<file path="config.mk">
export PLATFORM = sky130hd
export DESIGN_NAME = lif_ctrl
export DESIGN_NICKNAME = d
export VERILOG_FILES = /design/src/rtl/lif_neuron_step_unit_macros.svh /design/src/rtl/lif_pkg.sv /design/src/rtl/lif_ctrl.sv
export SDC_FILE = /design/constraint.sdc
export NUM_CORES = 1
export LEC_CHECK = 0
export ABC_AREA = 1
export ABC_CLOCK_PERIOD_IN_PS = 1100
export BUFFER_PORTS_ARGS = -buffer_cell sky130_fd_sc_hd__buf_2
export CELL_PAD_IN_SITES_DETAIL_PLACEMENT = 0
export CELL_PAD_IN_SITES_GLOBAL_PLACEMENT = 1
export CORE_AREA = 2 2 39 41
export DETAILED_ROUTE_END_ITERATION = 8
export DIE_AREA = 0 0 41 43
export PLACE_DENSITY_LB_ADDON = 0.1
export SETUP_SLACK_MARGIN = 0.5
export SKIP_CTS_REPAIR_TIMING = 1
export SYNTH_ARGS = -nofsm -noshare
export SYNTH_HDL_FRONTEND = slang
export SYNTH_SLANG_ARGS = --single-unit
</file>
<file path="constraint.sdc">
create_clock -name aclk -period 1.1 [get_ports aclk]
set_input_delay 0.165 -clock aclk [delete_from_list [all_inputs] [get_ports aclk]]
set_output_delay 0.165 -clock aclk [all_outputs]
set_load 0.1 [all_outputs]
</file>
<file path="src/rtl/lif_neuron_step_unit_macros.svh">
// Assertion macros for the LIF neuron step unit.
// Included by files that check their own logic; no other dependencies.
`ifndef LIF_NEURON_STEP_UNIT_MACROS_SVH
`define LIF_NEURON_STEP_UNIT_MACROS_SVH
`ifndef SYNTH
`define LIF_ASSERT_SAME(label, clk, rstn, ante, cons) \
    label: assert property (@(posedge clk) disable iff (!rstn) (ante) |-> (cons)) \
        else $error("lif assertion failed");
`define LIF_ASSERT_NEXT(label, clk, rstn, ante, cons) \
    label: assert property (@(posedge clk) disable iff (!rstn) (ante) |=> (cons)) \
        else $error("lif assertion failed");
`else
`define LIF_ASSERT_SAME(label, clk, rstn, ante, cons)
`define LIF_ASSERT_NEXT(label, clk, rstn, ante, cons)
`endif
`endif

</file>
<file path="src/rtl/lif_pkg.sv">
// Shared types, constants and saturation helper for the LIF neuron step unit.
// No dependencies.
package lif_pkg;

    localparam int VALUE_W   = 32;
    localparam int FRAC_BITS = 16;
    localparam int RES_W     = 31;
    localparam int KSTEP_W   = 17;
    localparam int CFG_IDX_W = 3;
    localparam int MUL_A_W   = VALUE_W + 2;
    localparam int MUL_B_W   = VALUE_W;
    localparam int PROD_W    = MUL_A_W + MUL_B_W;
    localparam int SH_W      = PROD_W - FRAC_BITS;

    localparam logic [KSTEP_W-1:0] K_ONE = KSTEP_W'(1 << FRAC_BITS);

    localparam logic [CFG_IDX_W-1:0] CFG_RESTING_POTENTIAL   = 3'd0;
    localparam logic [CFG_IDX_W-1:0] CFG_RESET_POTENTIAL     = 3'd1;
    localparam logic [CFG_IDX_W-1:0] CFG_FIRE_THRESHOLD      = 3'd2;
    localparam logic [CFG_IDX_W-1:0] CFG_MEMBRANE_RESISTANCE = 3'd3;
    localparam logic [CFG_IDX_W-1:0] CFG_STEP_OVER_TAU       = 3'd4;

    localparam logic MODE_INTEGRATE = 1'b0;
    localparam logic MODE_TICK      = 1'b1;

    typedef struct packed {
        logic                      mode;
        logic signed [VALUE_W-1:0] syn_current;
    } lif_in_t;

    typedef struct packed {
        logic                      fired;
        logic signed [VALUE_W-1:0] membrane_potential;
    } lif_out_t;

    typedef struct packed {
        logic load_in;
        logic prod_load;
        logic mul_sel_step;
        logic diff_load;
        logic tick_commit;
        logic acc_commit;
    } lif_cmd_t;

    function automatic logic signed [VALUE_W-1:0] sat_value(input logic signed [SH_W-1:0] x);
        logic [SH_W-VALUE_W:0] hi;
        hi = x[SH_W-1:VALUE_W-1];
        if ((hi == '0) || (hi == '1)) begin
            return x[VALUE_W-1:0];
        end else if (x[SH_W-1]) begin
            return {1'b1, {(VALUE_W-1){1'b0}}};
        end else begin
            return {1'b0, {(VALUE_W-1){1'b1}}};
        end
    endfunction

endpackage

</file>
<file path="src/rtl/lif_ctrl.sv">
// Sequencer for the LIF neuron step unit: handshakes and datapath commands.
// Depends on lif_pkg.
module lif_ctrl (
    input  logic              aclk,
    input  logic              aresetn,
    input  logic              s_valid,
    input  logic              s_mode,
    output logic              s_ready,
    output logic              m_valid,
    input  logic              m_ready,
    output lif_pkg::lif_cmd_t cmd
);

    typedef enum logic [4:0] {
        ST_IDLE   = 5'b00001,
        ST_DIFF   = 5'b00010,
        ST_MUL    = 5'b00100,
        ST_UPDATE = 5'b01000,
        ST_ACC    = 5'b10000
    } state_t;

    state_t state_reg, state_next;
    logic   out_valid_reg, out_valid_next;
    logic   out_free;
    logic   accept;

    assign s_ready  = (state_reg == ST_IDLE);
    assign accept   = s_valid && s_ready;
    assign m_valid  = out_valid_reg;
    assign out_free = !out_valid_reg || m_ready;

    always_comb begin
        state_next       = state_reg;
        cmd              = '0;
        case (state_reg)
            ST_IDLE: begin
                cmd.prod_load = 1'b1;
                if (accept) begin
                    cmd.load_in = 1'b1;
                    state_next  = (s_mode == lif_pkg::MODE_TICK) ? ST_DIFF : ST_ACC;
                end
            end
            ST_DIFF: begin
                cmd.diff_load = 1'b1;
                state_next    = ST_MUL;
            end
            ST_MUL: begin
                cmd.prod_load    = 1'b1;
                cmd.mul_sel_step = 1'b1;
                state_next       = ST_UPDATE;
            end
            ST_UPDATE: begin
                if (out_free) begin
                    cmd.tick_commit = 1'b1;
                    state_next      = ST_IDLE;
                end
            end
            ST_ACC: begin
                if (out_free) begin
                    cmd.acc_commit = 1'b1;
                    state_next     = ST_IDLE;
                end
            end
            default: begin
                state_next = ST_IDLE;
            end
        endcase
    end

    always_comb begin
        if (cmd.tick_commit || cmd.acc_commit) begin
            out_valid_next = 1'b1;
        end else if (m_ready) begin
            out_valid_next = 1'b0;
        end else begin
            out_valid_next = out_valid_reg;
        end
    end

    always_ff @(posedge aclk) begin
        if (!aresetn) begin
            state_reg     <= ST_IDLE;
            out_valid_reg <= 1'b0;
        end else begin
            state_reg     <= state_next;
            out_valid_reg <= out_valid_next;
        end
    end

endmodule

</file>
; ---- After elaboration in Yosys (flattened, before gate mapping)
; Cells that the tools add are included.
[totals]
reg_bits = 6
input_bits = 5
[classes]
eq_ne = 7
n_mux = 14
n_reduce_logical = 8
[ops]
columns = cell, count
row1 = 5-bit case mux with 4 select lines, 1
row2 = 5-bit two-way mux, 3
row3 = 1-bit two-way mux, 10
row4 = "5-bit by 1-bit == test with 1-bit output, second input constant", 1
row5 = "5-bit by 2-bit == test with 1-bit output, second input constant", 1
row6 = "5-bit by 3-bit == test with 1-bit output, second input constant", 1
row7 = "5-bit by 4-bit == test with 1-bit output, second input constant", 1
row8 = "5-bit == test, second input constant", 1
row9 = "2-bit by 1-bit != test with 1-bit output, second input constant", 2
row10 = 2-bit OR reduction, 2
row11 = 1-bit logical OR, 2
row12 = 2-bit AND reduction, 1
row13 = 2-bit nonzero test, 1
row14 = 1-bit logical AND, 1
row15 = 1-bit logical NOT, 1

; ---- Longest topological paths before layout
; Gate-level depths: netlist of run 1.
[logic_depth]
depth_word = 6
ltp_mapped = 7

; ---- Worst setup path before layout of run 1
; OpenSTA, ideal clock, no wires.
[synth_timing]
path_kind = reg2reg
start = register state_reg[2]
end = register state_reg[0]
setup_ps = 150
arrival_time_ps = 2605
setup_slack_ps = -1655
path_stages_with_launch = 7
n_path_buf = 0
cell_sequence = dfxtp_1 nor2_4 nand2_2 nor3_2 nor2_1 inv_1 o21bai_1
[synth_between]
elab_chain_cells = 4
elab_cells_between_ends = 11
classes_between = eq/ne (7) / mux (1) / reduce/logical (3)
[synth_rtl]
columns = item, line_no
row1 = from (decl), lif_ctrl.sv:22  ; state_t state_reg, state_next;
row2 = from (signal assigned), lif_ctrl.sv:85  ; state_reg <= state_next;
row3 = 5-bit by 1-bit == test with 1-bit output *, lif_ctrl.sv:27  ; assign s_ready = (state_reg == ST_IDLE);
row4 = via s_ready, lif_ctrl.sv:8  ; output logic s_ready,
row5 = 1-bit logical AND, lif_ctrl.sv:28  ; assign accept = s_valid && s_ready;
row6 = 2-bit by 1-bit != test with 1-bit output (no line), n/a
row7 = 2-bit AND reduction (no line), n/a
; The timed path passes the listed nets; every way through them passes the cells marked *.
; A chain may end at the register's enable or synchronous reset.

==> impl_metrics.json, run 1 <==
{
  "synth_ff_type": "dfxtp_1",
  "met1Wirelength_um": 425,
  "grt_max_degree": 5,
  "dieArea_mm2": 0.00176,
  "globalplace.congestion": 0.767,
  "root_buffer": "clkbuf_4",
  "remaining_drc_errors": 0,
  "ys_types": 17,
  "yosys.area.top_type": "dfxtp_1",
  "core-area_mm2": 0.00138,
  "period_needed_ps": 1450,
  "synth_edf_count": 0,
  "period_share_pct": 132,
  "port_buffers": 12,
  "clk_path_buf_depth": 2,
  "drtPass1Iterations": 4,
  "synth_top_cell_area_share_pct": 33.0,
  "via_count": 400,
  "max_slew_margin_pct": 83.8,
  "tns_ps": -2510,
  "synth.area.top_cells": "dfxtp_1 33%, inv_1 12%, nor2_1 7.2%, nand2_2 6.9%, nand3_1 5.5%",
  "synth_area_per_cell_um2": 7.14,
  "syn-num-nets": 56,
  "grt.total_usage_pct": 12.4,
  "yosysWarnings": 0,
  "slew_viol_final": 0,
  "clock.fmax_ghz": 0.690,
  "ir_drop_uv": 773,
  "arrival_ps": 1280,
  "powerDensity_mw_per_mm2": 1240,
  "cts_tree": "yes",
  "required_ps": 940,
  "skew_ps": 3.96,
  "finalHoldViolCount": 0,
  "yosys.cell_count.top_type": "inv_1",
  "clock-sinks": 6,
  "wl_met2_um": 436,
  "syn_area_um2": 364,
  "grt_remaining_overflow": 0,
  "endpoint_kind": "output pin",
  "rsz0062_at_grt": "true",
  "clk_latency_ps": 250,
  "p_leak_nw": 0.353,
  "cp_max_fo": 3,
  "setup_viol": 12,
  "antenna_found_initial": 0,
  "die_w_um": 41,
  "area_growth_pct": 109,
  "tightest_slew_ps": 242,
  "yosys-top-cells-count": "12 x inv_1, 7 x nor2_1, 6 x dfxtp_1",
  "die_h_um": 43,
  "top_layer": "met3",
  "hold_path.class": "primary input to flop",
  "io_pins": 13,
  "start_kind": "flop",
  "final_nets": 85,
  "grt_first_pass_wirelength_um": 1480,
  "start_util_pct": 26.3,
  "place_hpwl_um": 767,
  "largest_register_ff_count": 5,
  "detail_route.iter0.violations": 6,
  "ys_async_sr_fraction_pct": 0,
  "setup_ws_ps": -349,
  "dr_wl_met3_um": 26,
  "wl_per_cell_um": 9.35,
  "wl_um": 888,
  "crit_type": "flop to output pin",
  "num_rows": 14,
  "synth-seq-cells": 6,
  "total_power_uw": 946,
  "h-tree-depth": 1,
  "drive_gt1_share_pct": 74.7,
  "antennaDiodeCount": 0,
  "clkTransAtPathRegs_ps": 50,
  "detail-route-antenna-nets": 0,
  "grt_pass1_vias": 379,
  "vias_per_cell": 4.21,
  "drv_cap": 0,
  "failed_checks": "negative setup slack",
  "syn_inst": 51,
  "seq_area_frac_synth_pct": 33.0,
  "cts_buffers": 3,
  "status": "finished with violations"
}
-- critical path, stage by stage, from the launching register on --
cell and delay (ps):
dfxtp_2 350, inv_2 50, buf_6 110, nor3_4 190, nor2_2 80, clkinvlp_4 90
buf_12 170
-- cell usage in the layout (no fill, tap or decap), types with 2 or more instances in the layout --
master	n
nand3_2	3
inv_2	5
nor3_4	2
nand2_1	3
buf_6	2
nand2_2	4
dfxtp_2	5
nor2_4	4
nor2_2	3
buf_12	8
buf_2	4
buf_4	11
nand4_1	2
nor2_1	3
inv_1	7
clkbuf_4	3
-- per-stage QoR --
stage | area (um^2) | hold slack, ps | worst slack [ps] | instances | util [%]
2_1_floorplan | 435 | 274 | -985 | 51 | -
3_3_place_gp | 713 | 420 | -146 | 91 | 51.5
3_5_place_dp | 713 | 414 | -147 | 91 | 51.5
4_1_cts | 739 | 155 | -426 | 95 | 53.4
5_1_grt | 762 | 192 | -421 | 95 | 55.1
6_report | 762 | 165 | -349 | 95 | 55.1
-- worst paths after layout --
check / depth (start not counted) / slack, ps / from / end
max: 6 / -350 / state_reg[0]$_SDFFE_PN1P_ / cmd[4]
min: 3 / 160 / aresetn / m_valid$_SDFFE_PN0P_
max reg2reg: 8 / -90 / state_reg[3]$_SDFFE_PN0P_ / state_reg[4]$_SDFFE_PN0P_
min reg2reg: 4 / 610 / state_reg[1]$_SDFFE_PN0P_ / state_reg[2]$_SDFFE_PN0P_
-- power by group --
part           internal, mW  total [mW]  switching, mW
logic                 0.199       0.481          0.282
registers             0.229       0.242         0.0123
clock network         0.138       0.223         0.0855
-- metal layers --
layer	track usage [%]	up-vias
met2	16.6	5
met3	1.57	0
met5	0	-
met4	8.00	0
li1	-	211
met1	17.8	184
-- cell type report --
class                           count  area (um^2)
Fill cell                         130          622
Timing Repair Buffer               25          285
Multi-Input combinational cell     31          248
Sequential cell                     6          130
Inverter                           13         52.6
Clock buffer                        4         26.3
Tap cell                           16         20.0
-- logic make-up (layout without fill, tap and decap cells) --
| kind of cell | count (synthesis) | in the layout | synth area share, % |
|---|---|---|---|
| AO/OA/AOI/OAI | 4 | 4 | 7.22 |
| buffers and inverters | 14 | 42 | 15.5 |
| flip-flops | 6 | 6 | 33.0 |
| AND/OR/NAND/NOR | 27 | 27 | 44.3 |
No activity file was read; power rests on OpenSTA's default activity.
==> run 2: changes to the inputs <==
- ABC_CLOCK_PERIOD_IN_PS: 1100 -> 1350
- clock period: 1.1 -> 1.35 ns (I/O delays scaled with it)
==> run 2 against run 1 <==
Effect of this change:
- the flow still finishes with violations (negative setup slack)
- final cell count down 9.5%
- cell area shrank 9.5%
- via count decreased by 12%
- critical path type unchanged
==> impl_metrics.json, run 2 (same netlist as run 1, synthesis figures left out) <==
{
  "p_int_uw": 438,
  "switching_power_uw": 303,
  "detail_route.iter0.violations": 10,
  "period_needed_ps": 1500,
  "start_util_pct": 26.3,
  "ir_drop_uv": 494,
  "root_buffer": "clkbuf_4",
  "seqPwrFrac_pct": 26.9,
  "start_kind": "flop",
  "slew_viol_final": 0,
  "num_rows": 14,
  "grt_pass1_vias": 340,
  "critPathTopFamily": "flip-flops",
  "cts_buffers": 3,
  "tightest_slew_ps": 234,
  "grt_first_pass_wirelength_um": 1350,
  "io_pins": 13,
  "grt_remaining_overflow": 0,
  "clk_latency_ps": 240,
  "detail-route-antenna-nets": 0,
  "total_power_uw": 741,
  "finalHoldViolCount": 0,
  "slowest_stage": "dfxtp_2",
  "final_nets": 76,
  "core-area_mm2": 0.00138,
  "failed_checks": "negative setup slack",
  "h-tree-depth": 1,
  "tns_ps": -588,
  "setup_ws_ps": -149,
  "antennaDiodeCount": 0,
  "max_slew_margin_pct": 84.4,
  "setup_viol": 6,
  "powerDensity_mw_per_mm2": 1070,
  "area_growth_pct": 89.3,
  "skew_ps": 3.69,
  "die_h_um": 43,
  "endpoint_kind": "output pin",
  "dpl.cell_count": 81,
  "layout_commonest_cell": "inv_1",
  "rsz0062_at_grt": "true",
  "p_sw_share_pct": 40.9,
  "antenna_found_initial": 0,
  "clock-sinks": 6,
  "most-common-layout-cells": "9 x inv_1, 8 x buf_12, 5 x nor2_4",
  "p_leak_nw": 0.310,
  "hold_path.class": "primary input to flop",
  "remaining_drc_errors": 0,
  "clock.fmax_ghz": 0.667,
  "wl_per_cell_um": 9.44,
  "vias_per_cell": 4.12,
  "slowest_delay_ps": 370,
  "via_count": 354,
  "cts_tree": "yes",
  "place_hpwl_um": 697,
  "grt_max_degree": 5,
  "drive_gt1_share_pct": 64.3,
  "crit_type": "flop to output pin",
  "final_cells": 86,
  "arrival_ps": 1300,
  "drv_cap": 0,
  "clkTransAtPathRegs_ps": 50,
  "status": "finished with violations",
  "clk_path_buf_depth": 2,
  "largest_register_ff_count": 5,
  "port_buffers": 12,
  "die_w_um": 41,
  "globalplace.congestion": 0.626,
  "final_util_pct": 49.8,
  "cp_max_fo": 4,
  "critPathBufInv": 3,
  "combPwrFrac_pct": 48.7,
  "period_share_pct": 111,
  "p_clk_share_pct": 24.4,
  "dieArea_mm2": 0.00176,
  "critical_path.cell_chain": "nor2_1 -> nand3_2 -> inv_2 -> nor2_2 -> clkinvlp_4 -> buf_12",
  "grt.total_usage_pct": 11.7,
  "drtPass1Iterations": 3,
  "required_ps": 1150,
  "wl_um": 812
}
## run 2: worst min-delay path, cell delays in order
cell and delay, ps:
buf_2 90, nand4_1 80, inv_1 50
## run 2: final timing paths
| check | startpoint | endpoint | slack [ps] | cells past startpoint |
|---|---|---|---|---|
| max | state_reg[3]$_SDFFE_PN0P_ | cmd[4] | -150 | 6 |
| min | s_mode | state_reg[1]$_SDFFE_PN0P_ | 210 | 3 |
| max reg2reg | state_reg[3]$_SDFFE_PN0P_ | state_reg[0]$_SDFFE_PN1P_ | 160 | 7 |
| min reg2reg | state_reg[3]$_SDFFE_PN0P_ | state_reg[3]$_SDFFE_PN0P_ | 500 | 2 |
## run 2: cell type report
type                       count  area, um^2
fill                         136         694
multi-input combinational     31         243
sequential                     6         134
tap                           16        20.0
clock buffer                   4        26.3
inverter                      13        52.6
timing repair buffer          16         214
## run 2: layer usage
layer	GRT usage, %	part of all wire [%]
met5	0	0
met2	14.4	47
met3	1.57	3.0
met4	10.0	0
met1	16.9	50
## run 2: per-stage QoR
step	hold WS [ps]	area (um^2)	setup slack (ps)
after CTS	206	649	-232
after detailed placement	463	623	45.2
after global routing	225	689	-214
after global placement	464	623	46.5
after floorplan	311	435	-735
final	211	689	-149
## run 2: power by group through the flow
| stage | combinational (mW) | sequential, mW | clock, mW |
|---|---|---|---|
| floorplan | 0.221 | 0.204 | 0 |
| global placement | 0.345 | 0.201 | 0 |
| detailed placement | 0.346 | 0.200 | 0 |
| CTS | 0.346 | 0.197 | 0.190 |
| global route | 0.378 | 0.201 | 0.201 |
| finish | 0.361 | 0.200 | 0.180 |
==> run 3: changes to the inputs <==
- SETUP_SLACK_MARGIN: 0.5 -> not set
==> run 3 against run 2 <==
Effect of this change:
- critical endpoint unchanged
- power fell by 0.46%
- the flow still finishes with violations (negative setup slack)
- largest cell class unchanged
- via count rose by 7.3%
- fmax fell by 1.7%
- wire length rose by 13%
- global-route usage rose by 1.5 points
- sequential share of layout area fell by 0.28 points
==> impl_metrics.json, run 3 (same netlist as run 1, synthesis figures left out) <==
{
  "reg2reg_slack_ps": 130,
  "detail_route.iter0.violations": 4,
  "skew_ps": 12.1,
  "ir_drop_uv": 853,
  "cts_tree": "yes",
  "hold_path.class": "primary input to flop",
  "antennaDiodeCount": 0,
  "arrival_ps": 1320,
  "setup_viol": 7,
  "grt_max_degree": 5,
  "period_needed_ps": 1520,
  "reg2regPathDepth": 8,
  "tightest_slew_ps": 481,
  "globalplace.congestion": 0.685,
  "antenna_found_initial": 0,
  "min_to": "state_reg[1]$_SDFFE_PN0P_",
  "die_w_um": 41,
  "layout_commonest_cell": "inv_1",
  "drive_gt1_share_pct": 64.4,
  "h-tree-depth": 1,
  "place_hpwl_um": 764,
  "root_buffer": "clkbuf_4",
  "wl_per_cell_um": 10.3,
  "start_kind": "flop",
  "detail-route-antenna-nets": 0,
  "grt.total_usage_pct": 13.2,
  "port_buffers": 12,
  "core-area_mm2": 0.00138,
  "regArea_um2": 134,
  "rsz0062_at_grt": "true",
  "clkTransAtPathRegs_ps": 60,
  "clock.fmax_ghz": 0.656,
  "status": "finished with violations",
  "required_ps": 1150,
  "crit-reg2reg-launch": "state_reg[4]$_SDFFE_PN0P_",
  "crit_type": "flop to output pin",
  "dieArea_mm2": 0.00176,
  "holdPathStages": 3,
  "powerDensity_mw_per_mm2": 1050,
  "die_h_um": 43,
  "clk_latency_ps": 250,
  "clock-sinks": 6,
  "vias_per_cell": 4.27,
  "grt_remaining_overflow": 0,
  "multiInputGateArea_um2": 243,
  "remaining_drc_errors": 0,
  "num_rows": 14,
  "finalHoldViolCount": 0,
  "timing.rr.end": "state_reg[3]$_SDFFE_PN0P_",
  "hold_slack_ps": 201,
  "setup_ws_ps": -175,
  "failed_checks": "negative setup slack",
  "via_count": 380,
  "cts_buffers": 3,
  "grt_pass1_vias": 399,
  "area_growth_pct": 92.1,
  "final_util_pct": 50.5,
  "final_nets": 79,
  "drtPass1Iterations": 2,
  "drv_cap": 0,
  "most-common-layout-cells": "9 x inv_1, 7 x buf_12, 6 x buf_4",
  "largest_register_ff_count": 5,
  "max_slew_margin_pct": 68.1,
  "worstHoldStart": "s_mode",
  "endpoint_kind": "output pin",
  "period_share_pct": 113,
  "clk_path_buf_depth": 2,
  "nFillCells": 133,
  "start_util_pct": 26.3,
  "grt_first_pass_wirelength_um": 1600,
  "io_pins": 13,
  "cp_max_fo": 3,
  "wl_um": 916,
  "slew_viol_final": 0,
  "p_leak_nw": 0.321
}
-- run 3: worst max path at each step --
stage | startpoint | to | slack [ps] | depth (start not counted)
4_1_cts | state_reg[0]$_SDFFE_PN1P_ | cmd[4] | -240 | 6
2_1_floorplan | state_reg[3]$_SDFFE_PN0P_ | state_reg[0]$_SDFFE_PN1P_ | -730 | 6
5_1_grt | state_reg[4]$_SDFFE_PN0P_ | cmd[4] | -250 | 6
6_report | state_reg[4]$_SDFFE_PN0P_ | cmd[4] | -170 | 6
3_3_place_gp | state_reg[3]$_SDFFE_PN0P_ | cmd[4] | 20 | 6
3_5_place_dp | state_reg[0]$_SDFFE_PN1P_ | cmd[4] | 30 | 6
-- run 3: area by class of cell --
type / instances / area share [%]
Timing Repair Buffer: 19 / 31.7
Inverter: 13 / 7.87
Multi-Input combinational cell: 31 / 34.7
Clock buffer: 4 / 3.76
Tap cell: 16 / 2.86
Sequential cell: 6 / 19.1
-- run 3: worst max-delay path, cell delays in order (launching register included) --
cell and delay [ps]:
dfxtp_1 310, inv_1 130, nand2_4 100, nor3_4 190, nor2_2 80, clkinvlp_4 90
buf_12 170
-- run 3: routing by layer --
layer  track usage, %  part of all wire (%)  vias up
met2             20.0                    55        9
met3             4.71                   4.3        0
met4             2.00                     0        0
li1                 -                     -      197
met1             17.8                    40      174
met5                0                     0        -
-- run 3: stage by stage --
| step | worst slack, ps | TNS, ps | total power, mW | area (um^2) | instances |
|---|---|---|---|---|---|
| finish | -175 | -782 | 0.737 | 699 | 89 |
| global route | -246 | -1310 | 0.772 | 699 | 89 |
| CTS | -235 | -1010 | 0.731 | 661 | 88 |
| detailed placement | 32.2 | 0 | 0.546 | 634 | 84 |
| global placement | 20.5 | 0 | 0.545 | 634 | 84 |
| floorplan | -735 | -3240 | 0.423 | 412 | 51 |
-- run 3: power breakdown --
group | total, mW | internal [mW] | switching, mW
Clock | 0.183 | 0.112 | 0.0706
Sequential | 0.199 | 0.186 | 0.0131
Combinational | 0.356 | 0.133 | 0.223
